<file path="config.mk">
export PLATFORM = sky130hd
export DESIGN_NAME = taoct_back
export DESIGN_NICKNAME = d
export VERILOG_FILES = /design/src/sv/taoct_pkg.sv /design/src/sv/taoct_back.sv
export SDC_FILE = /design/constraint.sdc
export NUM_CORES = 1
export LEC_CHECK = 0
export BUFFER_PORTS_ARGS = -buffer_cell sky130_fd_sc_hd__buf_2
export CORE_ASPECT_RATIO = 0.75
export CORE_UTILIZATION = 41
export CTS_CLUSTER_SIZE = 40
export DETAILED_ROUTE_END_ITERATION = 6
export GPL_ROUTABILITY_DRIVEN = 1
export PLACE_DENSITY = 0.7
export SKIP_LAST_GASP = 1
export SYNTH_ARGS = -nofsm -noshare
export SYNTH_HDL_FRONTEND = slang
export SYNTH_SLANG_ARGS = --single-unit
</file>
<file path="constraint.sdc">
create_clock -name clk_i -period 1.2 [get_ports clk_i]
set_input_delay 0 -clock clk_i [delete_from_list [all_inputs] [get_ports clk_i]]
set_output_delay 0 -clock clk_i [all_outputs]
set_load 0.005 [all_outputs]
</file>
<file path="src/sv/taoct_pkg.sv">
// taoct_pkg: types and fixed constants of the table atan2 octant pipeline.
// Depends on nothing; imported by every module of the block.
`timescale 1ns / 1ps

package taoct_pkg;

  localparam int IN_W    = 32;  // coordinate width
  localparam int MAG_W   = 32;  // magnitude width, holds 2^31
  localparam int ANGLE_W = 13;  // result width

  // Sign and axis flags that travel with each word down the pipeline.
  typedef struct packed {
    logic yneg;
    logic xneg;
    logic yzero;
    logic xzero;
    logic low;    // |y| < |x|
  } ctrl_t;

endpackage

</file>
<file path="src/sv/taoct_back.sv">
// taoct_back: reflect the table angle into its octant; output register.
// Depends on taoct_pkg.
`timescale 1ns / 1ps

module taoct_back import taoct_pkg::*; #(
  parameter int MAX_DEGREE = 4096
) (
  input  logic                              clk_i,
  input  logic                              rst_ni,
  input  logic                              valid_i,
  output logic                              ready_o,
  input  logic [$clog2(MAX_DEGREE/8+1)-1:0] tval_i,
  input  ctrl_t                             ctrl_i,
  output logic                              valid_o,
  input  logic                              ready_i,
  output logic [ANGLE_W-1:0]                angle_o
);

  localparam int CW = ($clog2(MAX_DEGREE) + 1 > ANGLE_W) ? $clog2(MAX_DEGREE) + 1 : ANGLE_W;
  localparam logic [CW-1:0] Q1 = CW'(MAX_DEGREE / 4);
  localparam logic [CW-1:0] Q2 = CW'(2 * (MAX_DEGREE / 4));
  localparam logic [CW-1:0] Q3 = CW'(3 * (MAX_DEGREE / 4));
  localparam logic [CW-1:0] Q4 = CW'(4 * (MAX_DEGREE / 4));

  logic               v_q, rdy;
  logic [CW-1:0]      t, ang_d;
  logic [ANGLE_W-1:0] angle_q;

  assign rdy     = !v_q || ready_i;
  assign ready_o = rdy;
  assign t       = CW'(tval_i);

  always_comb begin
    if (ctrl_i.yzero) begin
      ang_d = ctrl_i.xneg ? Q2 : '0;
    end else if (ctrl_i.xzero) begin
      ang_d = ctrl_i.yneg ? Q3 : Q1;
    end else if (!ctrl_i.xneg && !ctrl_i.yneg) begin
      ang_d = ctrl_i.low ? t : Q1 - t;
    end else if (!ctrl_i.xneg) begin
      ang_d = ctrl_i.low ? Q4 - t : Q3 + t;
    end else if (!ctrl_i.yneg) begin
      ang_d = ctrl_i.low ? Q2 - t : Q1 + t;
    end else begin
      ang_d = ctrl_i.low ? Q2 + t : Q3 - t;
    end
  end

  always_ff @(posedge clk_i or negedge rst_ni) begin
    if (!rst_ni) begin
      v_q <= 1'b0;
    end else if (rdy) begin
      v_q <= valid_i;
    end
  end

  // Keep the low bits of the turn count.
  always_ff @(posedge clk_i) begin
    if (rdy && valid_i) begin
      angle_q <= ang_d[ANGLE_W-1:0];
    end
  end

  assign valid_o = v_q;
  assign angle_o = angle_q;

endmodule

</file>
After elaboration in Yosys (flattened, before gate mapping)

Cells that the tools add are included.

Output and inout port bits: 15
Register bits: 14
RAM bits: 0
Bits in latches: 0
Word-level logic and storage cells: 26
Bits of input ports: 19
Bits in read-only memories: 0
Memories kept: 0

Reduce and logical (&&, ||, !) cells: 6
Order comparisons: 0
Multiplexer cells: 11
Div/mod/pow operators: 0
Eq/ne operators: 0
Add/subtract/negate cells: 7
$mul: 0
Shifts and indexed selects: 0
Bitwise operators: 0

Operators by type and width:

| kind                                                | number |
|---|---|
| two-way mux 13 bit                                  | 9 |
| adder 12 x 10 -> 13 bit (first input constant)      | 2 |
| subtractor 12 x 10 -> 13 bit (first input constant) | 2 |
| two-way mux 12 bit                                  | 2 |
| subtractor 13 x 10 -> 13 bit (first input constant) | 1 |
| adder 11 x 10 -> 12 bit (first input constant)      | 1 |
| subtractor 11 x 10 -> 12 bit (first input constant) | 1 |
| zero test 1 bit                                     | 3 |
| logical AND 1 bit                                   | 2 |
| logical OR 1 bit                                    | 1 |

Longest topological paths before layout

Depth after elaboration: 7
Gate-level depth with buffers: 6
Mapped depth without buffers: 6

Worst setup path before layout

OpenSTA, ideal clock, no wires.

Path type: register -> register
Start point: register v_q (netlist: valid_o)
End point: register angle_q[0] (netlist: angle_o[0]) (enable)
Arrival time: 0.884 ns
Library setup time: 0.361 ns
Path buffers: 0
Cell stages (with the launch flop): 3
Clock period less this slack: 1.244 ns
Data required time: 0.839 ns
Path slack: -0.044 ns
Cells stage by stage: dfrtp_1 -> nand2b_1 -> and2_1

Longest elaborated chain between the ends: 3

Ends and longest elaborated chain:

| element                  | RTL line         | RTL |
|---|---|---|
| start: declaration       | taoct_back.sv:25 | `logic v_q, rdy;` |
| start signal: assignment | taoct_back.sv:53 | `v_q <= valid_i;` |
| zero test 1 bit          | taoct_back.sv:29 | `assign rdy = !v_q \|\| ready_i;` |
| logical OR 1 bit         | taoct_back.sv:29 |  |
| net ready_o              | taoct_back.sv:11 | `output logic ready_o,` |
| logical AND 1 bit        | taoct_back.sv:59 | `if (rdy && valid_i) begin` |
| end signal: assignment   | taoct_back.sv:60 | `angle_q <= ang_d[ANGLE_W-1:0];` |
| end: declaration         | taoct_back.sv:27 | `logic [ANGLE_W-1:0] angle_q;` |

The timed path passes the listed nets, and every way through them passes these cells.
A chain may end at the register's enable or synchronous reset.

Final worst setup path

Start point: input port ctrl_i[0] (netlist bit)
End point: register angle_q[2] (netlist: angle_o[2]), data pin

Longest elaborated chain between the ends: 6
Elaborated cells between the ends (all ways): 9
Classes of those cells: mux: 9

Ends and longest elaborated chain:

| element                               | RTL line                           | RTL |
|---|---|---|
| start: declaration                    | taoct_back.sv:13                   | `input ctrl_t ctrl_i,` |
| two-way mux 13 bit (on tied branches) | taoct_back.sv:43, taoct_back.sv:45 |  |
| two-way mux 13 bit                    | taoct_back.sv:42                   | `end else if (!ctrl_i.yneg) begin` |
| two-way mux 13 bit                    | taoct_back.sv:40                   | `end else if (!ctrl_i.xneg) begin` |
| two-way mux 13 bit (*)                | taoct_back.sv:38                   | `end else if (!ctrl_i.xneg && !ctrl_i.yneg) begin` |
| two-way mux 13 bit (*)                | taoct_back.sv:36                   | `end else if (ctrl_i.xzero) begin` |
| two-way mux 13 bit (*)                | taoct_back.sv:34                   | `if (ctrl_i.yzero) begin` |

Every way passes the cells marked *; elsewhere a longest branch is shown, timed or not.

==> out/metrics.cfg <==
[run_status]
status = completed

[sta]
setup_violations = 0
rsz0062_at_grt = no
finalHoldViolations = 0
fin_worst_skew_ns = 0.003683
tightest_slew_ns = 0.3243
period_share = 0.8983
clock.fmax_mhz = 927.7
hold_ws_ns = 0.01161
period_minus_slack_ns = 1.078
slew_viol_final = 0
maxSlewHeadroom = 0.7821

[finish]
finalNonFillerCells = 142
layout_commonest_cell = buf_2
diodes = 0
drive_gt1_frac = 0.4667
area_growth_pct = 43.82
nets = 141
final_cell_mix = buf_2 (33), buf_4 (14), edfxtp_1 (13)

[grt]
grt_pass1_vias = 583
grtUsageTotal = 0.1885
grt_overflow = 0
antenna_found_initial = 0
grt_max_degree = 14
grt_pass1_wl_um = 2594

[routing]
post_drt_wl_per_cell_um = 12.14
routed_via_density = 4.930
drtIter0Drc = 23
vias = 700
drt-pass1-iter-count = 4
antenna_left = 0
drc_errors = 0
wl_um = 1724

[cts]
htree_levels = 1
clk-insertion-delay-late_ns = 0.28
clock_sinks = 14
cts_buffer_depth = 2
cts_buffers = 3
cts-root-buf = clkbuf_4
clk_pin_slew_ns = 0.08
cts_tree = yes

[worst_setup_path]
crit_type = input port to flip-flop
worstReg2RegStart = valid_o
rrSetupSlack_ns = 0.13
endpoint = angle_o[2]
reg2regPathDepth = 2
required_ns = 1.34
crit_path_start = ctrl_i[0]
cp-end-kind = flip-flop
cp.arrival_ns = 1.21
startpoint_type = input port
path_max_fanout = 10
r2r_end = angle_o[10]

[logic_synthesis]
ys.flop_type = edfxtp_1
async_reset_ff_frac = 0.07143
syn-instance-count = 69
synth_seq_cells = 14
ys_seq_area_frac = 0.5329
syn_avg_cell_area_um2 = 11.30
synth.distinct_cells = 28
ys_warn_count = 0
synth-edff-count = 13
netlist_area_um2 = 779.5
syn-num-nets = 89

[die]
core_area_mm2 = 0.001757
die_x_um = 52.35
die_h_um = 39.76
dieArea_mm2 = 0.002081
initial_core_util = 0.4437
ioPinCount = 34
rows = 13

[job]
cap_viol_max_count = 0

[power_and_ir_drop]
p_comb_frac = 0.242
p_clk_frac = 0.276
p_int_mw = 0.9083
power.density_mw_per_mm2 = 1070
vdd_ir_drop_max_mv = 0.6474
power.switching_mw = 0.2910
seqPwrFrac = 0.482
power_leakage_nw = 0.5137
p_sw_frac = 0.2426

[placed_design]
gp_congestion = 0.7945
dp_cells = 136
dp_hpwl_um = 1343
io_buffer_count = 33

[worst_hold_path]
hold_class = input port to async pin

## worst min path at each step
stage	slack (ns)	startpoint	end	cells past startpoint
5_1_grt	0.02	rst_ni	valid_o	2
4_1_cts	0.003	rst_ni	valid_o	2
3_5_place_dp	-0.22	rst_ni	valid_o	1
6_report	0.01	rst_ni	valid_o	2
3_3_place_gp	-0.23	rst_ni	valid_o	1
2_1_floorplan	-0.30	rst_ni	valid_o	0
## critical path, cell delays in order
cell	delay, ns
buf_2	0.09
xor3_1	0.53
or3_2	0.45
a21oi_1	0.15
## Yosys cell counts (2+ instances only)
master,count,area share
edfxtp_1,13,0.50
nor2_1,10,0.048
xnor2_1,7,0.079
a21oi_1,6,0.039
inv_1,5,0.024
a31oi_1,3,0.024
nand2b_1,2,0.016
nor3_1,2,0.013
o21ai_0,2,0.013
## through the flow
step	utilization	total power, mW	area (um^2)	setup WS [ns]	TNS [ns]
final	0.6382	1.199	1121	0.1221	0
after global routing	0.6382	1.264	1121	0.03357	0
after CTS	0.6375	1.209	1120	0.03220	0
after detailed placement	0.6054	0.8720	1064	-0.1677	-1.259
after global placement	0.6054	0.8589	1064	-0.1438	-1.015
after floorplan	-	0.7487	780.7	0.06044	0
## cell type report
class,instances,area [um^2]
clock buffer,4,36.28
fill,158,635.6
inverter,5,18.77
multi-input combinational,48,332.8
sequential,14,415.4
tap,22,27.53
timing repair buffer,49,290.3
## what timing repair did
action                                  in CTS  in global routing
setup buffers                                0                  0
hold buffers                                 2                  0
endpoints found under the setup margin       0                 13
endpoints found under the hold margin        2                  0
resized for setup                            0                  1
## state kept, by name, summed over array words and instances (netlist names)
name / cells
angle_o: 13
valid_o: 1
## power groups by stage
| stage | Combinational (mW) | Sequential [mW] | Clock (mW) |
|---|---|---|---|
| 3_3_place_gp | 0.272 | 0.587 | 0 |
| 2_1_floorplan | 0.155 | 0.594 | 0 |
| 5_1_grt | 0.324 | 0.581 | 0.359 |
| 3_5_place_dp | 0.282 | 0.590 | 0 |
| 4_1_cts | 0.288 | 0.579 | 0.343 |
| 6_report | 0.291 | 0.578 | 0.331 |
## routing by layer
metal  up-vias  part of all wire  GRT usage
met1       319              0.43     0.2322
li1        354                 -          -
met2        25              0.48     0.3006
met4         0             0.013     0.1447
met5         -                 0          0
met3         2             0.072    0.02713
## cells by family after synthesis
| group | Yosys count | share of synthesized area |
|---|---|---|
| flip-flops | 14 | 0.5329 |
| buffers and inverters | 7 | 0.04334 |
| XOR/XNOR | 8 | 0.1091 |
| AO/OA/AOI/OAI | 13 | 0.09953 |
| AND/OR/NAND/NOR | 24 | 0.1718 |
| adder cells (fa/ha/maj) | 1 | 0.01605 |
| multiplexers | 2 | 0.02729 |
Power figures use the tool's default switching activity.
