==> config.mk <==
export PLATFORM = sky130hd
export DESIGN_NAME = taoct_div
export DESIGN_NICKNAME = d
export VERILOG_FILES = /design/src/sv/taoct_pkg.sv /design/src/sv/taoct_div.sv
export SDC_FILE = /design/constraint.sdc
export NUM_CORES = 2
export LEC_CHECK = 0
export BUFFER_PORTS_ARGS = -buffer_cell sky130_fd_sc_hd__buf_2
export CAP_MARGIN = 20
export CORE_MARGIN = 1
export CORE_UTILIZATION = 56
export DETAILED_ROUTE_END_ITERATION = 12
export PLACE_DENSITY = 0.72
export SYNTH_ARGS = -nofsm -noshare
export SYNTH_HDL_FRONTEND = slang
export SYNTH_SLANG_ARGS = --single-unit
==> constraint.sdc <==
create_clock -name clk_i -period 8.1 [get_ports clk_i]
set_input_delay 1.62 -clock clk_i [delete_from_list [all_inputs] [get_ports clk_i]]
set_output_delay 1.62 -clock clk_i [all_outputs]
set_load 0.02 [all_outputs]
==> src/sv/taoct_pkg.sv <==
// taoct_pkg: types and fixed constants of the table atan2 octant pipeline.
// Depends on nothing; imported by every module of the block.
`timescale 1ns / 1ps

package taoct_pkg;

  localparam int IN_W    = 32;  // coordinate width
  localparam int MAG_W   = 32;  // magnitude width, holds 2^31
  localparam int ANGLE_W = 13;  // result width

  // Sign and axis flags that travel with each word down the pipeline.
  typedef struct packed {
    logic yneg;
    logic xneg;
    logic yzero;
    logic xzero;
    logic low;    // |y| < |x|
  } ctrl_t;

endpackage

==> src/sv/taoct_div.sv <==
// taoct_div: restoring divider, one quotient bit per pipeline stage.
// Depends on taoct_pkg.
`timescale 1ns / 1ps

module taoct_div import taoct_pkg::*; #(
  parameter int ATAN_ENTRIES = 1024
) (
  input  logic                                    clk_i,
  input  logic                                    rst_ni,
  input  logic                                    valid_i,
  output logic                                    ready_o,
  input  logic [MAG_W+$clog2(ATAN_ENTRIES+1)-1:0] num_i,
  input  logic [MAG_W-1:0]                        large_i,
  input  ctrl_t                                   ctrl_i,
  output logic                                    valid_o,
  input  logic                                    ready_i,
  output logic [$clog2(ATAN_ENTRIES+1)-1:0]       quo_o,
  output ctrl_t                                   ctrl_o
);

  localparam int IW = $clog2(ATAN_ENTRIES + 1);
  localparam int DW = MAG_W + IW;

  logic [IW-1:0]    v_q;
  logic [IW:0]      rdy;
  logic [IW-1:0]    v_in;
  logic [DW-1:0]    rem_in [IW];
  logic [DW-1:0]    rem_q  [IW];
  logic [MAG_W-1:0] lg_in  [IW];
  logic [MAG_W-1:0] lg_q   [IW];
  logic [IW-1:0]    quo_in [IW];
  logic [IW-1:0]    quo_q  [IW];
  ctrl_t            ctl_in [IW];
  ctrl_t            ctl_q  [IW];

  assign rdy[IW]  = ready_i;
  assign ready_o  = rdy[0];

  for (genvar j = 0; j < IW; j++) begin : g_stage
    localparam int B = IW - 1 - j;  // quotient bit decided here
    logic [DW-1:0] sh;
    logic          ge;

    if (j == 0) begin : g_first
      assign v_in[j]   = valid_i;
      assign rem_in[j] = num_i;
      assign lg_in[j]  = large_i;
      assign quo_in[j] = '0;
      assign ctl_in[j] = ctrl_i;
    end else begin : g_next
      assign v_in[j]   = v_q[j-1];
      assign rem_in[j] = rem_q[j-1];
      assign lg_in[j]  = lg_q[j-1];
      assign quo_in[j] = quo_q[j-1];
      assign ctl_in[j] = ctl_q[j-1];
    end

    assign rdy[j] = !v_q[j] || rdy[j+1];
    assign sh     = DW'(lg_in[j]) << B;
    assign ge     = (rem_in[j] >= sh);

    always_ff @(posedge clk_i or negedge rst_ni) begin
      if (!rst_ni) begin
        v_q[j] <= 1'b0;
      end else if (rdy[j]) begin
        v_q[j] <= v_in[j];
      end
    end

    // Subtract the shifted divisor when it fits and record the bit.
    always_ff @(posedge clk_i) begin
      if (rdy[j] && v_in[j]) begin
        rem_q[j] <= ge ? (rem_in[j] - sh) : rem_in[j];
        lg_q[j]  <= lg_in[j];
        quo_q[j] <= quo_in[j] | (IW'(ge) << B);
        ctl_q[j] <= ctl_in[j];
      end
    end
  end

  assign valid_o = v_q[IW-1];
  assign quo_o   = quo_q[IW-1];
  assign ctrl_o  = ctl_q[IW-1];

endmodule

Word level (Yosys, flattened, before mapping)
Memory sizes are Yosys's and may differ from the RTL's.
Index checks and enable logic that the tools add are counted.

operators by class
  add/sub/neg operators = 11
  order comparisons = 11
  mux-type cells = 33
  bitwise gates (word level) = 10
  reductions and logical operators = 33

operators with widths
  kind                                          number
  two-way mux 43 bit                            11
  greater-or-equal comparator 43 x 32 -> 1 bit  1
  greater-or-equal comparator 43 x 33 -> 1 bit  1
  greater-or-equal comparator 43 x 34 -> 1 bit  1
  greater-or-equal comparator 43 x 35 -> 1 bit  1
  greater-or-equal comparator 43 x 36 -> 1 bit  1
  greater-or-equal comparator 43 x 37 -> 1 bit  1
  greater-or-equal comparator 43 x 38 -> 1 bit  1
  greater-or-equal comparator 43 x 39 -> 1 bit  1
  greater-or-equal comparator 43 x 40 -> 1 bit  1
  greater-or-equal comparator 43 x 41 -> 1 bit  1
  greater-or-equal comparator 43 x 42 -> 1 bit  1
  subtractor 43 x 32 -> 43 bit                  1
  subtractor 43 x 33 -> 43 bit                  1
  subtractor 43 x 34 -> 43 bit                  1
  subtractor 43 x 35 -> 43 bit                  1
  subtractor 43 x 36 -> 43 bit                  1
  subtractor 43 x 37 -> 43 bit                  1
  subtractor 43 x 38 -> 43 bit                  1
  subtractor 43 x 39 -> 43 bit                  1
  subtractor 43 x 40 -> 43 bit                  1
  subtractor 43 x 41 -> 43 bit                  1
  subtractor 43 x 42 -> 43 bit                  1
  two-way mux 1 bit                             22
  other kinds (13)                              43

storage, ports and cells
  register bits = 11
  RAM bits = 1001
  input bits = 84
  output and inout bits = 18
  word-level logic and storage cells = 113
  memories = 4

memories
  memory  depth  bits a word  read ports  clocked after memory_dff  write ports  line             RTL
  rem_q   11     43           10          0                         11           taoct_div.sv:28  logic [DW-1:0] rem_q [IW];
  lg_q    11     32           10          0                         11           taoct_div.sv:30  logic [MAG_W-1:0] lg_q [IW];
  quo_q   11     11           11          0                         11           taoct_div.sv:32  logic [IW-1:0] quo_q [IW];
  ctl_q   11     5            11          0                         11           taoct_div.sv:34  ctrl_t ctl_q [IW];

Depth between registers and ports, before layout
  depth after elaboration = 15
  gate-level depth with buffers = 16
  gate-level depth less buffers = 14

Worst setup path after synthesis
No wires, ideal clock.

  path kind = input port to flip-flop
  from = input ready_i
  to = memory ctl_q[4][0] (netlist name) (enable)
  setup time = 579 ps
  arrival = 6162 ps
  data required time = 7521 ps
  path slack = 1359 ps
  cell stages on the path = 4
  path buffers = 0
  path through = nor2b_1 nand3_1 nor2_1 a31oi_1

RTL lines
  what                line             RTL
  start: declaration  taoct_div.sv:16  input logic ready_i,
  end: declaration    taoct_div.sv:34

Worst setup path in the final report
  from = input ready_i
  to = output ready_o

between the ends
  cells in the longest elaborated chain, start to end = 11

RTL lines
  what                             line             RTL
  logical OR 1 bit (11 in series)  taoct_div.sv:58  assign rdy[j] = !v_q[j] || rdy[j+1];
  end: declaration                 taoct_div.sv:11  output logic ready_o,

Every way passes these cells.

==> run_results.csv <==
group,metric,value,unit
run_status,status,"completed",
detailed_routing,avgRoutedWirePerCell,17.04,um
floorplan,fp.coreArea,88370,sq um
clock_tree,insertion_delay,0.69,ns
power,cellPowerDensity,397.3,nW/um^2
synthesis,syn_nets,4996,
layout,drive_above_1_share,0.09026,
clock_tree,cts_setup_buffers,0,
placed_design,place.gp.congestion,0.9205,
synthesis,synth_xor_area_frac,0.05605,
layout,fin_cells,5909,
worst_setup_path,critical_path_class,"in2out",
synthesis,synth_area,50000,sq um
floorplan,rows,109,
synthesis,ys_seq_area_frac,0.5286,
grt,antenna_found_initial,0,
detailed_routing,ant_nets,0,
floorplan,dieArea,90490,sq um
grt,grt_overflow_total,0,
clock_tree,cts_root_buffer,"clkbuf_16",
timing,clock_skew,0.03139,ns
synthesis,synth_area_per_cell,10.99,sq um
layout,fin_nets,5109,
detailed_routing,vias_per_cell,5.598,
synthesis,synth_compound_area_frac,0.1501,
detailed_routing,drtPass1Iterations,5,
timing,rsz0062_at_grt,"no",
placed_design,place_inst,5731,
grt,grt_pass1_wl,162500,um
grt,track_usage,0.2242,
synthesis,synth-simple-area-share,0.1122,
detailed_routing,routed_wl,100700,um
worst_setup_path,crit_start,"ready_i",
timing,slew_viol_final,0,
timing,period_share,0.6431,
placed_design,port_buffers,101,
clock_tree,clock_path_buffers,3,
run,max_cap_violations,0,
synthesis,synth_edf_count,871,
synthesis,synth_ff_type,"edfxtp_1",
clock_tree,cts-buffers-inserted,95,
clock_tree,cts_resized,0,
placed_design,dp_slack,2.686,ns
placed_design,placed_cell_area,51790,sq um
layout,final_common_cell,"edfxtp_1",
worst_setup_path,r2r_end,"rem_q[5][42]",
timing,tns,0,ns
synthesis,synthAdderAreaFrac,0.09209,
worst_setup_path,crit_path_end,"ready_o",
worst_setup_path,r2r_cells,13,
placed_design,dp_hpwl,78140,um
synthesis,netlist-cell-type-count,101,
floorplan,initial_utilization,0.5658,
timing,fin_hold_ws,0.4132,ns
power,power_leakage,22.43,nW
worst_hold_path,worstHoldPathType,"reg2reg",
worst_setup_path,cp_max_fo,5,
floorplan,io_pins,102,
grt,grt_max_degree,86,
power,ir_drop,0.2211,mV
detailed_routing,drtIter0Drc,1723,
timing,setup_viol,0,
detailed_routing,drc,0,
timing,maxSlewHeadroom,0.3135,
worst_setup_path,cp.arrival,3.59,ns
timing,fmax,192.0,MHz
worst_setup_path,r2r_slack,3.77,ns
floorplan,die_h,300.8,um
synthesis,synth_mux_area_frac,0.01732,
synthesis,synth_top_family_by_area,"compound AO/OA/AOI/OAI gates",
grt,grt_pass1_vias,33040,
synthesis,yosysWarnings,0,
floorplan,die_w,300.8,um
timing,tightestPinTransition,1.030,ns
timing,fin_crit,5.209,ns
layout,final_cell_mix,"871 x edfxtp_1, 452 x inv_1, 415 x a21oi_1",
synthesis,ys_ff_latch,882,
worst_setup_path,critPathLaunchType,"primary input",
clock_tree,cts_tree,"yes",
worst_setup_path,required,6.48,ns
clock_tree,htreeDepth,3,
timing,hold_viol_final,0,
clock_tree,tritoncts_num_sinks,882,
timing,fin_ws,2.891,ns
detailed_routing,vias,33080,
synthesis,syn_inst,4550,
synthesis,async_reset_ff_frac,0.01247,
clock_tree,path_clk_slew,0.06,ns
layout,fin_area,54990,sq um
worst_setup_path,crit_path_end_kind,"primary output",
layout,synthToLayoutAreaGrowth,9.972,%
worst_setup_path,r2r_start,"lg_q[4][0]",
clock_tree,ctsHoldBuffers,0,
[sequential cells by signal (all words and copies together), names as in the netlist]
register  count
ctl_q        55
quo_q        66
valid_o       1
lg_q        320
rem_q       430
v_in         10
[stage by stage]
step / utilization / power, W
floorplan: - / 0.01536
finish: 0.6222 / 0.02184
CTS: 0.6221 / 0.02192
global route: 0.6221 / 0.02342
global placement: 0.5860 / 0.01735
detailed placement: 0.5860 / 0.01748
[Yosys cell counts (14+ instances only)]
cell type,number,area share
mux2_2,64,0.014
nand2b_1,63,0.0079
nand4_1,65,0.0081
nand3_1,73,0.0073
or4_1,15,0.0023
clkbuf_1,65,0.0049
xnor2_1,196,0.034
nor2_1,303,0.023
nor2b_1,52,0.0065
o31ai_1,18,0.0027
edfxtp_1,871,0.52
nor4_1,34,0.0043
ha_1,352,0.088
a31oi_1,36,0.0045
o21bai_1,36,0.0054
nand2_1,329,0.025
a21o_1,187,0.028
a21oi_1,415,0.042
nor3_1,73,0.0073
a211o_1,14,0.0025
and2_1,23,0.0029
xor2_1,124,0.022
o211ai_1,21,0.0032
o21a_1,49,0.0074
o21ai_0,263,0.026
or3_1,21,0.0026
inv_1,452,0.034
buf_2,32,0.0032
and3_1,36,0.0045
or2_2,18,0.0023
a211oi_1,23,0.0035
[layout make-up]
| type | count | area [sq um] |
|---|---|---|
| clock inverters | 71 | 768.2 |
| inverters | 452 | 1697 |
| flip-flops and latches | 882 | 26430 |
| diodes | 2 | 5.005 |
| well taps | 1165 | 1458 |
| clock buffers | 105 | 2425 |
| repair buffers | 125 | 685.7 |
| fillers | 7042 | 33390 |
| multi-input cells | 3107 | 21520 |
[power by group]
part	total, W	switching, W	internal (W)
Combinational	0.00955	0.00539	0.00416
Sequential	0.00795	0.000771	0.00718
Clock	0.00434	0.00181	0.00254
[critical path, stage by stage]
cell	delay [ns]
buf_2	0.09
nor2b_1	0.29
nand3_1	0.17
nor2_1	0.47
nand3_1	0.17
nor2_1	0.37
nand4_1	0.20
buf_2	0.20
[how the worst min path moves through the flow]
stage	depth (start not counted)	startpoint	slack (ns)	to
finish	0	ctl_q[6][3]	0.41	ctl_q[7][3]
CTS	0	ctl_q[6][3]	0.41	ctl_q[7][3]
detailed placement	0	ctl_q[0][1]	0.40	ctl_q[1][1]
global route	0	ctl_q[7][1]	0.42	ctl_q[8][1]
floorplan	0	ctl_q[9][0]	0.40	ctl_q[10][0]
global placement	0	quo_q[9][1]	0.40	quo_q[10][1]
[metal layers]
| metal | part of all wire | up-vias | global-route usage |
|---|---|---|---|
| met5 | 0 | - | 0 |
| met4 | 0.063 | 0 | 0.1387 |
| met3 | 0.032 | 278 | 0.02821 |
| met2 | 0.50 | 682 | 0.4045 |
| met1 | 0.41 | 15270 | 0.2509 |
| li1 | - | 16850 | - |
[logic make-up after synthesis]
kind of cell	Yosys count
flip-flops	882
buffers and inverters	561
multiplexers	76
XOR/XNOR	320
AO/OA/AOI/OAI	1194
AND/OR/NAND/NOR	1155
adder cells (fa/ha/maj)	362
Power figures use the tool's default switching activity.
