--- src/sv/taoct_pkg.sv ---
// taoct_pkg: types and fixed constants of the table atan2 octant pipeline.
// Depends on nothing; imported by every module of the block.
`timescale 1ns / 1ps

package taoct_pkg;

  localparam int IN_W    = 32;  // coordinate width
  localparam int MAG_W   = 32;  // magnitude width, holds 2^31
  localparam int ANGLE_W = 13;  // result width

  // Sign and axis flags that travel with each word down the pipeline.
  typedef struct packed {
    logic yneg;
    logic xneg;
    logic yzero;
    logic xzero;
    logic low;    // |y| < |x|
  } ctrl_t;

endpackage

--- src/sv/taoct_front.sv ---
// taoct_front: magnitudes, octant compare and ratio numerator (three stages).
// Depends on taoct_pkg.
`timescale 1ns / 1ps

module taoct_front import taoct_pkg::*; #(
  parameter int ATAN_ENTRIES = 1024
) (
  input  logic                                 clk_i,
  input  logic                                 rst_ni,
  input  logic                                 valid_i,
  output logic                                 ready_o,
  input  logic signed [IN_W-1:0]               y_value_i,
  input  logic signed [IN_W-1:0]               x_value_i,
  output logic                                 valid_o,
  input  logic                                 ready_i,
  output logic [MAG_W+$clog2(ATAN_ENTRIES+1)-1:0] num_o,
  output logic [MAG_W-1:0]                     large_o,
  output ctrl_t                                ctrl_o
);

  localparam int IW = $clog2(ATAN_ENTRIES + 1);
  localparam int DW = MAG_W + IW;
  localparam logic [IW-1:0] N_C = IW'(ATAN_ENTRIES);

  logic             va_q, vb_q, vc_q;
  logic             rdy_a, rdy_b, rdy_c;
  logic [MAG_W-1:0] ym_d, xm_d, ym_q, xm_q;
  ctrl_t            ca_d, ca_q, cb_d, cb_q, cc_q;
  logic [MAG_W-1:0] small_d, large_d, small_q, large_q, large_c_q;
  logic [DW-1:0]    num_d, num_q;

  // A stage may load when it is empty or its word moves on.
  assign rdy_c   = !vc_q || ready_i;
  assign rdy_b   = !vb_q || rdy_c;
  assign rdy_a   = !va_q || rdy_b;
  assign ready_o = rdy_a;

  // Stage A: take magnitudes; the most negative input maps to 2^31 exactly.
  always_comb begin
    ym_d     = y_value_i[IN_W-1] ? (~y_value_i + 1'b1) : y_value_i;
    xm_d     = x_value_i[IN_W-1] ? (~x_value_i + 1'b1) : x_value_i;
    ca_d       = '0;
    ca_d.yneg  = y_value_i[IN_W-1];
    ca_d.xneg  = x_value_i[IN_W-1];
    ca_d.yzero = (y_value_i == '0);
    ca_d.xzero = (x_value_i == '0);
  end

  // Stage B: pick the smaller magnitude as the numerator.
  always_comb begin
    cb_d     = ca_q;
    cb_d.low = (ym_q < xm_q);
    small_d  = cb_d.low ? ym_q : xm_q;
    large_d  = cb_d.low ? xm_q : ym_q;
  end

  // Stage C: scale the numerator by the table size.
  assign num_d = DW'(small_q) * DW'(N_C);

  always_ff @(posedge clk_i or negedge rst_ni) begin
    if (!rst_ni) begin
      va_q <= 1'b0;
      vb_q <= 1'b0;
      vc_q <= 1'b0;
    end else begin
      if (rdy_a) va_q <= valid_i;
      if (rdy_b) vb_q <= va_q;
      if (rdy_c) vc_q <= vb_q;
    end
  end

  always_ff @(posedge clk_i) begin
    if (rdy_a && valid_i) begin
      ym_q <= ym_d;
      xm_q <= xm_d;
      ca_q <= ca_d;
    end
    if (rdy_b && va_q) begin
      small_q <= small_d;
      large_q <= large_d;
      cb_q    <= cb_d;
    end
    if (rdy_c && vb_q) begin
      num_q     <= num_d;
      large_c_q <= large_q;
      cc_q      <= cb_q;
    end
  end

  assign valid_o = vc_q;
  assign num_o   = num_q;
  assign large_o = large_c_q;
  assign ctrl_o  = cc_q;

endmodule

--- config.mk ---
export PLATFORM = sky130hd
export DESIGN_NAME = taoct_front
export DESIGN_NICKNAME = d
export VERILOG_FILES = /design/src/sv/taoct_pkg.sv /design/src/sv/taoct_front.sv
export SDC_FILE = /design/constraint.sdc
export NUM_CORES = 1
export LEC_CHECK = 0
export BUFFER_PORTS_ARGS = -buffer_cell sky130_fd_sc_hd__buf_2
export CORE_UTILIZATION = 45
export CTS_CLUSTER_DIAMETER = 100
export DETAILED_ROUTE_END_ITERATION = 16
export GPL_TIMING_DRIVEN = 0
export PLACE_DENSITY_LB_ADDON = 0.3
export RECOVER_POWER = 100
export SLEW_MARGIN = 20
export SYNTH_ARGS = -nofsm -noshare
export SYNTH_HDL_FRONTEND = slang
export SYNTH_SLANG_ARGS = --single-unit
--- constraint.sdc ---
create_clock -name clk_i -period 2.55 [get_ports clk_i]
set_input_delay 0.51 -clock clk_i [delete_from_list [all_inputs] [get_ports clk_i]]
set_output_delay 0.51 -clock clk_i [all_outputs]
set_load 0.005 [all_outputs]
Word level (Yosys, flattened, before mapping)
Cells that the tools add are included.
Widths: inputs -> output; s select.
{ "classes": {"n_addsub": 2, "n_lt_le_gt_ge": 1, "n_mux": 4, "bitwise_logic": 2, "n_reduce_logical": 11} }
{ "ops": {"columns": ["operator", "count"], "rows": [
  ["$add 32x1->32 const B", 2],
  ["$logic_not 32->1", 2],
  ["$mux 32", 2],
  ["$not 32->32", 2],
  ["$mux 31", 2],
  ["$lt 32x32->1", 1],
  ["$logic_and 1x1->1", 3],
  ["$logic_not 1->1", 3],
  ["$logic_or 1x1->1", 3]
]} }
{ "word_totals": {"reg_bits": 209, "inputBits": 68, "out_inout_bits": 82} }

Depth between registers and ports, before layout
{ "depth": {"depth_word": 5, "mapped_depth": 10, "mapped_depth_nobuf": 8} }

Worst setup path after synthesis
OpenSTA, ideal clock, no wires.
{ "synth_path": {"path_kind": "register -> register", "start": "reg ym_q[25]", "end": "reg large_q[0] (data pin)", "setup_time_ns": 0.260, "t_arrival_ns": 2.496, "t_required_ns": 2.290, "path_slack_ns": -0.206, "stages_incl_launch_ff": 9, "n_path_buf": 2, "synth_period_minus_slack_ns": 2.756, "cell_sequence": "edfxtp_1 -> ha_1 -> a21o_1 -> a221o_1 -> a221o_1 -> a211oi_1 -> buf_2 -> buf_2 -> mux2_2"} }
{ "synth_between": {"elab_chain_cells": 2} }
{ "synth_rtl": {"columns": ["element", "line", "source"], "rows": [
  ["start: declaration", "taoct_front.sv:27", "logic [MAG_W-1:0] ym_d, xm_d, ym_q, xm_q;"],
  ["start signal: assignment", "taoct_front.sv:74", "ym_q <= ym_d;"],
  ["$lt 32x32->1", "taoct_front.sv:52", "cb_d.low = (ym_q < xm_q);"],
  ["$mux 32", "taoct_front.sv:54", "large_d = cb_d.low ? xm_q : ym_q;"],
  ["named net large_d[0]", "taoct_front.sv:29", "logic [MAG_W-1:0] small_d, large_d, small_q, large_q, large_c_q;"],
  ["end signal: assignment", "taoct_front.sv:80", "large_q <= large_d;"],
  ["end: declaration", "taoct_front.sv:29", null]
]} }
The timed path passes the listed nets, and every way through them passes these cells.
A chain may end at the register's enable or synchronous reset.

Worst setup path in the final report
{ "layout_path": {"start": "reg xm_q[2]", "end": "reg large_q[14] (data pin)"} }
{ "layout_between": {"elab_chain_cells": 2} }
{ "layout_rtl": {"columns": ["element", "line", "source"], "rows": [
  ["start: declaration", "taoct_front.sv:27", null],
  ["start signal: assignment", "taoct_front.sv:75", "xm_q <= xm_d;"],
  ["$lt 32x32->1", "taoct_front.sv:52", null],
  ["$mux 32", "taoct_front.sv:54", null],
  ["named net large_d[14]", "taoct_front.sv:29", null]
]} }
The timed path passes the listed nets, and every way through them passes these cells.

==> key figures <==
Status
  • Status: finished with violations
  • Failing checks: negative setup slack

Worst hold path
  • HP Class: input port to flop

Synth
  • Mean Syn Cell Area: 15.7 um2
  • Async SR Flop Fraction: 0.0144
  • Synth warn: 0
  • Synth unique cells: 46
  • Sequential share of the synthesized area: 0.679
  • Number of synthesized flops with an enable pin: 206
  • #FFs+latches synth: 209
  • Main synth FF type: edfxtp_1
  • Synth Instances: 588
  • Synth Cell Area: 0.00923 mm2

Floorplanning
  • Die Height: 145 um
  • Core area: 0.0202 mm2
  • Rows: 52
  • Initial core utilization: 0.457
  • Chip Width: 145 um
  • Die area: 0.0211 mm2
  • # IOs: 150

Run
  • Max-capacitance violation count: 0

Power and ir drop
  • Power per cell area: 766 mW/mm2
  • Peak supply drop: 0.374 mV
  • Net Sw Frac: 0.232
  • Comb power frac: 0.146
  • Leak Pwr: 4.41 nW
  • Reg power frac: 0.511
  • Pint: 0.00670 W
  • Switching power: 0.00202 W
  • Clock share of power: 0.343

Timing
  • Min cycle time layout: 2.89 ns
  • Max_slew headroom: 0.143
  • Tcrit/Tclk final: 1.13
  • Slew Viols, Final: 0
  • Fmax achieved: 346 MHz
  • Setup Skew: 0.0204 ns
  • Slew @ Worst Pin: 1.28 ns
  • RSZ-0062 raised after global routing: true
  • Final hold viol count: 0
  • Worst setup margin: -0.339 ns
  • Final Setup Violations: 73
  • Setup TNS: -20.37 ns

Place
  • Placed instance area: 0.0105 mm2
  • Port bufs: 138
  • Placer Congestion: 0.840
  • Placement Setup Slack: -0.581 ns
  • DP HPWL: 13,500 um

Setup path
  • Crit path cell chain: inv_2 -> ha_4 -> a211o_1 -> a31oi_2 -> o221ai_2 -> a211o_1 -> a211oi_2 -> buf_6 -> buf_12 -> mux2_2
  • Worst path max stage delay: 0.40 ns
  • Crit Path Max Fanout: 10
  • Reg2reg setup slack: -0.34 ns
  • Critical path required time: 2.78 ns
  • Startpoint types: flop
  • Most used cell, CP: a211o_1
  • WS Path Type: flop to flop
  • Critical path's slowest cell: edfxtp_1
  • Worst setup EP type: flop
  • CP arrival: 3.12 ns

CTS
  • CTS H-tree lvls: 1
  • CTS root buf: clkbuf_16
  • CTS tree: done
  • Total CTS buffers: 22
  • Clock Pin Slew Worst Setup and Hold Paths: 0.06 ns
  • Max clock buf depth: 3
  • Clock Sinks: 209
  • Worst skew pair latency: 0.50 ns

Drt
  • Detailed-route wire length: 19,200 um
  • First-pass detailed-route iteration total: 5
  • Routed Antenna Nets: 0
  • First DRT Iteration DRCs: 325
  • Routed len/inst: 18.0 um
  • DR vias/cell: 5.14
  • Detailed-route DRC error count: 0
  • Vias: 5,463

Finish
  • Final Core Density: 0.564
  • Fillers: 1,659
  • Area of the multi-input gates: 0.00293 mm2
  • Register Area: 0.00626 mm2
  • Fin area: 0.0114 mm2
  • Layout cells sized above 1: 0.313
  • Final nets: 875
  • Area Overhead vs Synth: 23.4%

Global route
  • Gr usage total: 0.179
  • First-pass GRT wire length: 29,100 um
  • Largest net degree at the start of global routing: 49
  • Total grt overflow: 0
  • Initial antenna violation count: 2
  • Vias in the first global route: 5,576
==> cells in the mapped netlist, types with 2 or more instances <==
cell      instances  area, um2
and4_1            3       26.3
o21ai_0          20        100
o41ai_2           2       32.5
xnor2_1          56        490
nor4_1            4       25.0
dfrtp_1           3       75.1
buf_2             6       30.0
mux2_2           64        721
nand2b_1          8       50.1
o31ai_1          17        128
inv_1            35        131
nor4b_1           2       17.5
xor2_1            2       17.5
a221o_1           2       20.0
clkbuf_1          6       22.5
ha_1             33        413
a211o_1           2       17.5
nor2_1            9       33.8
or3_4             4       45.0
or4_1             9       67.6
or3_1             5       31.3
or4_4             2       22.5
edfxtp_1        206       6190
nand2_1          28        105
buf_4            11       82.6
nand4_1           5       31.3
a21o_1            2       15.0
a21oi_1          10       50.1
o41ai_1           6       52.6
nand3_1           4       20.0
a21boi_0          2       15.0
nor3_1            3       15.0
and2_1            4       25.0
==> cell usage in the layout, fill, tap and decap left out, types with 3 or more instances in the layout <==
cell type / count
mux2_4: 52
nand3_1: 4
xnor2_1: 56
nor2_1: 9
buf_12: 5
o41ai_1: 6
or3_1: 8
inv_1: 34
nand4_1: 5
mux2_2: 12
clkbuf_16: 25
ha_1: 32
or4_1: 10
diode_2: 3
clkbuf_1: 35
and2_1: 4
nor3_1: 3
a21oi_1: 10
nand2b_1: 9
nand2_1: 28
nor4_1: 4
buf_4: 17
edfxtp_1: 206
buf_6: 4
buf_1: 4
clkinv_1: 6
conb_1: 11
dfrtp_1: 3
and4_1: 3
buf_2: 111
o21ai_0: 20
o31ai_1: 17
clkinv_2: 4
==> what timing repair did <==
action | in CTS | in global routing
setup buffers | 5 | 4
gates resized for setup | 45 | 11
setup endpoints to repair | 65 | 68
endpoints found under the hold margin | 3 | 0
hold buffers | 1 | 0
gates cloned | 1 | 0
pin swaps | 2 | 4
==> final timing paths <==
path / from / to / cells past startpoint
max in group asynchronous: rst_ni / vb_q$_DFFE_PN0P_ / 2
min reg2reg: large_q[15]$_DFFE_PP_ / large_o[15]$_DFFE_PP_ / 0
max: xm_q[2]$_DFFE_PP_ / large_q[14]$_DFFE_PP_ / 10
min in group asynchronous: rst_ni / va_q$_DFFE_PN0N_ / 2
max reg2reg: xm_q[2]$_DFFE_PP_ / large_q[14]$_DFFE_PP_ / 10
min: valid_i / va_q$_DFFE_PN0N_ / 2
==> logic make-up after synthesis <==
| family | after synthesis | share of synthesized area |
|---|---|---|
| XOR/XNOR | 58 | 0.0551 |
| AND/OR/NAND/NOR | 95 | 0.0608 |
| multiplexers | 64 | 0.0781 |
| adder cells (fa/ha/maj) | 33 | 0.0448 |
| flip-flops | 209 | 0.679 |
| AO/OA/AOI/OAI | 69 | 0.0529 |
| buffers and inverters | 59 | 0.0293 |
| other | 1 | 0.000406 |
==> sequential cells by signal, indices dropped and copies added (netlist names) <==
name	cells
large_q	32
large_o	32
va_q	1
cb_q	5
ctrl_o	5
ca_q	4
ym_q	32
small_q	32
xm_q	32
valid_o	1
vb_q	1
num_o	32
==> worst max-delay path: cells and delay by family, from the launching register on <==
family | cells | cell delay (ns)
adders and majority gates | 1 | 0.20
buffers and inverters | 3 | 0.47
muxes | 1 | 0.34
DFF | 1 | 0.40
AOI/OAI and AO/OA | 5 | 1.22
==> metrics by stage <==
step	total power [W]	hold WS [ns]	instances
floorplan	0.00518	0.214	598
global placement	0.00559	0.304	1006
detailed placement	0.00566	0.312	1009
CTS	0.00881	0.207	1056
global route	0.00906	0.221	1062
finish	0.00872	0.214	1063
==> metal layers <==
layer | global-route usage | wire [um] | vias to the layer above
met5 | 0 | 0 | -
met4 | 0.0737 | 444 | 0
met3 | 0.0289 | 1090 | 33
met2 | 0.322 | 9850 | 182
met1 | 0.212 | 7790 | 2658
li1 | - | - | 2590
==> final cells by class <==
class                      count  area share
buffer                        24      0.0208
timing repair buffer         152      0.0705
antenna                        3    0.000660
multi-input combinational    330       0.257
tap                          270      0.0297
inverter                      35      0.0115
clock inverter                12     0.00704
sequential                   209       0.550
clock buffer                  28      0.0522
==> power groups by stage <==
stage	registers, W	clock network (W)	logic [W]
CTS	0.00445	0.00307	0.00129
floorplan	0.00449	0	0.000687
detailed placement	0.00452	0	0.00114
finish	0.00446	0.00299	0.00127
global placement	0.00451	0	0.00108
global route	0.00449	0.00319	0.00138
No activity file was read; power rests on OpenSTA's default activity.
